## config.mk

```make
export PLATFORM = sky130hd
export DESIGN_NAME = ifbph_ctrl
export DESIGN_NICKNAME = d
export VERILOG_FILES = /design/src/design/ifbph_pkg.sv /design/src/design/ifbph_ctrl.sv
export SDC_FILE = /design/constraint.sdc
export NUM_CORES = 1
export LEC_CHECK = 0
export ABC_CLOCK_PERIOD_IN_PS = 8800
export CELL_PAD_IN_SITES_DETAIL_PLACEMENT = 0
export CELL_PAD_IN_SITES_GLOBAL_PLACEMENT = 1
export CORE_ASPECT_RATIO = 0.9
export CORE_MARGIN = 2
export CORE_UTILIZATION = 35
export CTS_BUF_LIST = sky130_fd_sc_hd__clkbuf_4 sky130_fd_sc_hd__clkbuf_8
export DETAILED_ROUTE_END_ITERATION = 16
export DONT_BUFFER_PORTS = 1
export MAX_ROUTING_LAYER = met4
export PLACE_DENSITY_LB_ADDON = 0.1
export SLEW_MARGIN = 30
export SYNTH_ARGS = -nofsm -noshare
export SYNTH_HDL_FRONTEND = slang
export SYNTH_SLANG_ARGS = --single-unit
```

## constraint.sdc

```tcl
create_clock -name clk -period 8.8 [get_ports clk]
set_input_delay 0.88 -clock clk [delete_from_list [all_inputs] [get_ports clk]]
set_output_delay 0.88 -clock clk [all_outputs]
set_load 0.05 [all_outputs]
```

## src/design/ifbph_pkg.sv

```systemverilog
// Shared constants, codes and controller/datapath types for the IIR filter bank.
// No dependencies; the controller, datapath, top level and testbench import this package.
package ifbph_pkg;

    localparam int NUM_FILTERS_MAX  = 32;
    localparam int ORDER_MAX        = 6;
    localparam int COEFS_PER_FILTER = 2 * ORDER_MAX + 1;
    localparam int COEF_DEPTH       = NUM_FILTERS_MAX * COEFS_PER_FILTER;
    localparam int DELAY_DEPTH      = NUM_FILTERS_MAX * ORDER_MAX;
    localparam int FILT_W           = $clog2(NUM_FILTERS_MAX);
    localparam int COEF_AW          = $clog2(COEF_DEPTH);
    localparam int DELAY_AW         = $clog2(DELAY_DEPTH);
    localparam int ORD_W            = 3;
    localparam int NF_W             = 6;
    localparam int AGE_W            = 17;
    localparam int PERIOD_W         = 16;
    localparam int CFG_IDX_W        = 1;
    localparam int CFG_DATA_W       = 6;

    localparam logic [3:0] COEF_IDX_PERIOD = 4'(COEFS_PER_FILTER);

    typedef enum logic [1:0] {
        FUNC_LOAD   = 2'd0,
        FUNC_CLEAR  = 2'd1,
        FUNC_SAMPLE = 2'd2,
        FUNC_NOP    = 2'd3
    } func_t;

    typedef enum logic [CFG_IDX_W-1:0] {
        REG_NUM_FILTERS = 1'b0,
        REG_ORDER       = 1'b1
    } cfg_reg_t;

    typedef enum logic [3:0] {
        ST_IDLE,
        ST_B0,
        ST_MB0,
        ST_Y,
        ST_BK,
        ST_MBK,
        ST_MAK,
        ST_WZ,
        ST_EMIT
    } state_t;

    typedef struct packed {
        logic                load;
        logic                clear;
        logic                take_x;
        logic [COEF_AW-1:0]  coef_addr;
        logic [DELAY_AW-1:0] z_raddr;
        logic                mul_x;
        logic                mul_y;
        logic                latch_z;
        logic                z_zero;
        logic                calc_y;
        logic                add_acc;
        logic                write_z;
        logic [DELAY_AW-1:0] z_waddr;
        logic                emit;
        logic [FILT_W-1:0]   filt;
        logic                last;
    } dp_cmd_t;

    typedef struct packed {
        logic out_full;
    } dp_stat_t;

endpackage

```

## src/design/ifbph_ctrl.sv

```systemverilog
// Sequencer for the filter bank: config registers, per-filter step control.
// Depends on ifbph_pkg; drives the datapath through dp_cmd_t.
module ifbph_ctrl
    import ifbph_pkg::*;
(
    input  logic                  clk,
    input  logic                  rst_n,
    input  logic                  cfg_we,
    input  logic [CFG_IDX_W-1:0]  cfg_index,
    input  logic [CFG_DATA_W-1:0] cfg_data,
    input  logic                  in_valid,
    input  logic [1:0]            in_func,
    output logic                  in_ready,
    output dp_cmd_t               cmd,
    input  dp_stat_t              stat
);

    state_t              state_reg, state_next;
    logic [NF_W-1:0]     nf_reg;
    logic [ORD_W-1:0]    ord_reg;
    logic [FILT_W-1:0]   f_reg, f_next;
    logic [ORD_W-1:0]    k_reg, k_next;
    logic [COEF_AW-1:0]  cbase_reg, cbase_next;
    logic [DELAY_AW-1:0] dbase_reg, dbase_next;
    logic [NF_W-1:0]     nf_eff;
    logic [ORD_W-1:0]    ord_eff;
    logic                accept;
    logic                k_last;
    logic                f_last;

    always_comb
    begin
        if (nf_reg == '0)
        begin
            nf_eff = NF_W'(1);
        end
        else if (nf_reg > NF_W'(NUM_FILTERS_MAX))
        begin
            nf_eff = NF_W'(NUM_FILTERS_MAX);
        end
        else
        begin
            nf_eff = nf_reg;
        end
        if (ord_reg < ORD_W'(2))
        begin
            ord_eff = ORD_W'(2);
        end
        else if (ord_reg > ORD_W'(ORDER_MAX))
        begin
            ord_eff = ORD_W'(ORDER_MAX);
        end
        else
        begin
            ord_eff = ord_reg;
        end
    end

    assign in_ready = (state_reg == ST_IDLE);
    assign accept   = in_valid && in_ready;
    assign k_last   = (k_reg + ORD_W'(1)) == ord_eff;
    assign f_last   = (NF_W'(f_reg) + NF_W'(1)) == nf_eff;

    always_ff @(posedge clk or negedge rst_n)
    begin
        if (!rst_n)
        begin
            nf_reg  <= NF_W'(NUM_FILTERS_MAX);
            ord_reg <= ORD_W'(2);
        end
        else if (cfg_we)
        begin
            unique case (cfg_reg_t'(cfg_index))
                REG_NUM_FILTERS: nf_reg  <= cfg_data;
                REG_ORDER:       ord_reg <= cfg_data[ORD_W-1:0];
                default:         nf_reg  <= nf_reg;
            endcase
        end
    end

    always_ff @(posedge clk or negedge rst_n)
    begin
        if (!rst_n)
        begin
            state_reg <= ST_IDLE;
            f_reg     <= '0;
            k_reg     <= '0;
            cbase_reg <= '0;
            dbase_reg <= '0;
        end
        else
        begin
            state_reg <= state_next;
            f_reg     <= f_next;
            k_reg     <= k_next;
            cbase_reg <= cbase_next;
            dbase_reg <= dbase_next;
        end
    end

    always_comb
    begin
        state_next = state_reg;
        f_next     = f_reg;
        k_next     = k_reg;
        cbase_next = cbase_reg;
        dbase_next = dbase_reg;
        unique case (state_reg)
            ST_IDLE:
            begin
                if (accept && func_t'(in_func) == FUNC_SAMPLE)
                begin
                    state_next = ST_B0;
                    f_next     = '0;
                    cbase_next = '0;
                    dbase_next = '0;
                end
            end
            ST_B0:  state_next = ST_MB0;
            ST_MB0: state_next = ST_Y;
            ST_Y:
            begin
                state_next = ST_BK;
                k_next     = '0;
            end
            ST_BK:  state_next = ST_MBK;
            ST_MBK: state_next = ST_MAK;
            ST_MAK: state_next = ST_WZ;
            ST_WZ:
            begin
                if (k_last)
                begin
                    state_next = ST_EMIT;
                end
                else
                begin
                    state_next = ST_BK;
                    k_next     = k_reg + ORD_W'(1);
                end
            end
            ST_EMIT:
            begin
                if (!stat.out_full)
                begin
                    if (f_last)
                    begin
                        state_next = ST_IDLE;
                    end
                    else
                    begin
                        state_next = ST_B0;
                        f_next     = f_reg + FILT_W'(1);
                        cbase_next = cbase_reg + COEF_AW'(COEFS_PER_FILTER);
                        dbase_next = dbase_reg + DELAY_AW'(ORDER_MAX);
                    end
                end
            end
            default: state_next = ST_IDLE;
        endcase
    end

    always_comb
    begin
        cmd         = '0;
        cmd.filt    = f_reg;
        cmd.last    = f_last;
        cmd.z_waddr = dbase_reg + DELAY_AW'(k_reg);
        cmd.load    = accept && func_t'(in_func) == FUNC_LOAD;
        cmd.clear   = accept && func_t'(in_func) == FUNC_CLEAR;
        cmd.take_x  = accept && func_t'(in_func) == FUNC_SAMPLE;
        unique case (state_reg)
            ST_B0:
            begin
                cmd.coef_addr = cbase_reg;
                cmd.z_raddr   = dbase_reg;
            end
            ST_MB0:
            begin
                cmd.mul_x   = 1'b1;
                cmd.latch_z = 1'b1;
            end
            ST_Y:
            begin
                cmd.calc_y = 1'b1;
            end
            ST_BK:
            begin
                cmd.coef_addr = cbase_reg + COEF_AW'(k_reg) + COEF_AW'(1);
                cmd.z_raddr   = k_last ? dbase_reg
                                       : dbase_reg + DELAY_AW'(k_reg) + DELAY_AW'(1);
            end
            ST_MBK:
            begin
                cmd.mul_x     = 1'b1;
                cmd.latch_z   = 1'b1;
                cmd.z_zero    = k_last;
                cmd.coef_addr = cbase_reg + COEF_AW'(k_reg) + COEF_AW'(ORDER_MAX + 1);
            end
            ST_MAK:
            begin
                cmd.add_acc = 1'b1;
                cmd.mul_y   = 1'b1;
            end
            ST_WZ:
            begin
                cmd.write_z = 1'b1;
            end
            ST_EMIT:
            begin
                cmd.emit = !stat.out_full;
            end
            default:
            begin
                cmd.coef_addr = '0;
            end
        endcase
    end

    a_emit_free: assert property (@(posedge clk) disable iff (!rst_n)
        cmd.emit |-> !stat.out_full)
        else $error("result emitted into a full output register");

    a_last_idle: assert property (@(posedge clk) disable iff (!rst_n)
        (cmd.emit && cmd.last) |=> state_reg == ST_IDLE)
        else $error("sequencer did not return to idle after last filter");

    a_no_accept_busy: assert property (@(posedge clk) disable iff (!rst_n)
        (state_reg != ST_IDLE) |-> !(cmd.load || cmd.clear || cmd.take_x))
        else $error("item transfer while a sample is in progress");

endmodule

```

# --- Yosys cells after proc, flatten, opt, wreduce, memory -nomap -nowiden ---
# Index checks and enable logic that the tools add are counted.
classes:
  n_reduce_logical: 16
  n_addsub: 10
  n_eq_ne: 16
  n_lt_le_gt_ge: 3
  n_bitwise: 1
  muxes: 32
ops:
  columns: ["cell", "n"]
  rows:
  - ["4-bit one-hot mux with 9 select lines", 1]
  - ["8-bit two-way mux", 4]
  - ["8-bit one-hot mux with 2 select lines", 2]
  - ["9-bit two-way mux", 3]
  - ["9-bit one-hot mux with 3 select lines", 1]
  - ["9-bit one-hot mux with 2 select lines", 1]
  - ["4-bit by 3-bit == test with 1-bit output (second input constant)", 4]
  - ["5-bit two-way mux", 3]
  - ["4-bit two-way mux", 3]
  - ["6-bit two-way mux", 2]
  - ["5-bit one-hot mux with 2 select lines", 1]
  - ["9-bit by 1-bit adder with 9-bit output (second input constant)", 1]
  - ["9-bit by 3-bit adder with 9-bit output", 1]
  - ["9-bit by 3-bit adder with 9-bit output (second input constant)", 1]
  - ["9-bit by 4-bit adder with 9-bit output (second input constant)", 1]
  - ["3-bit two-way mux", 3]
  - ["8-bit by 1-bit adder with 8-bit output (second input constant)", 1]
  - ["8-bit by 3-bit adder with 8-bit output", 1]
  - ["8-bit by 3-bit adder with 8-bit output (second input constant)", 1]
  - ["4-bit by 2-bit == test with 1-bit output (second input constant)", 2]
  - ["2-bit AND reduction", 4]
  - ["1-bit two-way mux", 7]
  - ["5-bit by 1-bit adder with 6-bit output (second input constant)", 1]
  - ["6-bit == test", 1]
  - ["other kinds (22)", 28]
totals:
  ff_bits: 38
  elab_cells: 85

# --- Depth between registers and ports, before layout ---
logic_depth:
  word_depth: 7
  ltp_mapped: 12
  mapped_depth_nobuf: 11

# --- Least setup slack after synthesis ---
# OpenSTA, ideal clock, no wires.
synth_path:
  kind: "flip-flop to output port"
  start: "register state_reg[2]"
  end: "output cmd[35] (netlist name)"
  required_ns: 7.920
  path_buffers: 1
  arrival_time_ns: 3.455
  path_stages_with_launch: 13
  slack_ns: 4.465
  cell_sequence: "dfrtp_1 clkbuf_1 nand2b_1 nor2_1 nand2_1 inv_1 ha_1 a21o_1 a21oi_1 and3b_1 o31ai_1 a31oi_1 mux2i_1"
synth_rtl:
  columns: ["item", "line_no", "source"]
  rows:
  - ["from (decl)", "ifbph_ctrl.sv:18", "state_t state_reg, state_next;"]
  - ["from (signal assigned)", "ifbph_ctrl.sv:93", "state_reg <= state_next;"]
  - ["to (decl)", "ifbph_ctrl.sv:14", "output dp_cmd_t cmd,"]

==> run summary <==
RSZ-0062 raised after global routing: no
CP Capture Type: output port
# nets final: 383
Pins Over Slew Limit: 0
Largest net degree at the start of global routing: 38
Post-DR vias/cell: 5.70
Area Growth Syn to Fin: 6.08%
Setup TNS Final: 0 ps
Routed len/inst: 17.9 µm
I/O pin count: 57
Worst slew pin tran: 989 ps
Hold Fails Final Rpt: 0
Fin cells: 478
Critical path fanouts, max: 12
Seq/Total Area, Yosys: 28.7%
Net switching power: 600 µW
Type of origin of the critical path: flop
Worst hold path class: in -> async
Netlist Area Pre-Place: 0.00323 mm²
Post-synth cell types: 74
GR Util All Layers: 17.5%
Drt first pass iters: 4
Leading post-synthesis cells by cell area: dfrtp_1 27%, ha_1 4.6%, xnor2_1 4.3%
Final setup violation count: 0
First DRT Iteration DRCs: 79
WP data required: 7920 ps
Minimum clock period: 4890 ps
Final Util: 37.9%
Hold buffers post-CTS: 0
Htree depth: 2
RD Place Congestion: 0.777
Die height: 95.1 µm
Synth Register Bits: 37
Comb power frac: 57.6%
Most common cell after layout, fill and taps aside: dfrtp_1
Via count: 2726
Post-detail-place hpwl: 6.13 mm
Top_reg_cell synth: dfrtp_1
Final worst-path cycle share: 55.6%
Hold Slack: 271 ps
Status: finished, final reports clean
CORE AREA: 0.00904 mm²
Maximum root-to-sink buffer count: 2
Routed Antenna Nets: 0
Die width: 105 µm
Total grt overflow: 0
CTS buffer count: 5
Commonest non-fill, non-tap cells in the layout: 35 x dfrtp_1, 34 x nand2_1, 16 x inv_1
Clock sinks: 37
Async SR Flop Fraction: 100%
Maxcap violations: 0
Clock latency on the worst-skew pair: 290 ps
Clock slew at reported path FFs: 80 ps
Top-area cell type share of the netlist area: 27.1%
Number of global-route vias before repair: 2461
Worst VDD drop: 0.0993 mV
Fraction of layout cells with a size suffix above 1: 17.1%
Peak Freq: 204 MHz
Synth warnings: 0
Slew margin rel.: 33.6%
Antenna diodes: 0
CTS Root Cell: clkbuf_8
Remaining DRCs: 0
Setup Skew: 6.84 ps
Post-CTS Resized: 0
Int Pwr: 437 µW
Pwr per Cell Area: 303 mW/mm²
Starting density of the core: 35.7%
Core Rows: 33
Worst EP arrival: 4010 ps
Final total power: 1.04 mW
Clk pwr share: 11.8%
Number of flip-flops in the largest register: 9
Initial antenna violation count: 0
Leak Pwr: 1.41 nW
Post-synth EDFFs: 0
Die area: 0.0100 mm²
Dominant cell type by area after synthesis: dfrtp_1
Placed Cells incl. Taps: 469
Mapped Nets: 394
Routed wire length: 8.55 mm
Synthesized netlist cell count: 366
Sequential Power Share: 30.6%
First-pass GRT wire length: 13.6 mm
CP Class: reg -> out
Switching share of total power: 57.9%
CTS tree: yes
I/O Buffers: 0
Post-CTS setup buffer count: 0
Mean post-synth cell area: 8.82 µm²
[cells in the mapped netlist, types with 3 or more instances]
cell type  number
nand4_1         4
and3_1          4
a21o_1          7
buf_6           3
o22ai_1         6
nand3_1        10
or2_2           5
mux2_2         11
nand3b_1        3
nand2_1        34
and3b_1         3
o31ai_1         5
nor2b_1         4
o21ai_2         4
mux2i_1         5
o211ai_1        7
buf_2           6
a22o_1          6
a211o_1         3
nand2b_1        9
or3_1           5
nor2_1         14
nor4_1          3
xor2_1          5
dfrtp_1        35
buf_4           5
o21bai_1        3
clkbuf_1       10
a21oi_1        14
nand4b_1        4
o21ai_0        11
or4_1           9
ha_1           12
a21oi_2         4
nor3_1         11
and2_1          3
inv_1          16
xnor2_1        16
nor4b_1         4
[layer usage]
layer,routed length [µm],share of wire [%],vias up,GRT usage [%]
met5,0,0,-,-
met1,4370,51,1346,24.4
met3,365,4.3,4,3.90
li1,-,-,1327,-
met2,3780,44,49,26.5
met4,30,0.35,0,3.00
[final timing paths]
kind | start | slack (ps) | end | cells past startpoint
setup / recovery | k_reg[0] | 3910 | cmd[37] | 12
hold / removal | rst_n | 270 | state_reg[1] | 0
setup reg to reg | f_reg[0] | 5640 | cbase_reg[3] | 7
hold reg to reg | cbase_reg[8] | 570 | cbase_reg[8] | 2
max in group asynchronous | rst_n | 8340 | nf_reg[5] | 0
min in group clk | cbase_reg[8] | 570 | cbase_reg[8] | 2
[power groups by stage]
stage                     registers, mW  logic (mW)  clock network [mW]
final                             0.318       0.597               0.122
after global routing              0.328       0.647               0.134
after CTS                         0.316       0.599               0.129
after detailed placement          0.320       0.596                   0
after global placement            0.318       0.587                   0
after floorplan                   0.248       0.571                   0
[cell families (layout without fill, tap and decap cells)]
family	count (synthesis)	after routing	share of synthesized area, %
simple gates	143	143	26.2
compound gates	92	92	21.0
buf+inv	43	33	7.05
flops	37	37	28.7
xor+xnor	21	21	5.70
mux	16	16	5.39
fa+ha+maj	14	14	5.89
[layout make-up]
class / count / area [µm²]
fill: 911 / 5620
multi-input combinational: 286 / 2130
sequential: 37 / 928
tap: 122 / 153
clock buffer: 5 / 68.8
timing repair buffer: 9 / 67.6
inverter: 16 / 60.1
clock inverter: 3 / 17.5
[worst max-delay path: stages (launching register included)]
cell and delay [ps]:
dfrtp_1 920, ha_1 300, inv_1 60, fa_1 520, inv_1 60, ha_1 260
a21o_1 170, a21oi_1 330, and3b_1 250, o31ai_1 320, a21oi_1 120, o211ai_1 190
buf_4 220
[stage by stage]
stage               instance area [µm²]  worst slack, ps
finish                             3430             3910
floorplan                          3230             4460
global placement                   3300             3880
global route                       3430             3640
CTS                                3420             3500
detailed placement                 3330             3850
Power figures use the tool's default switching activity.
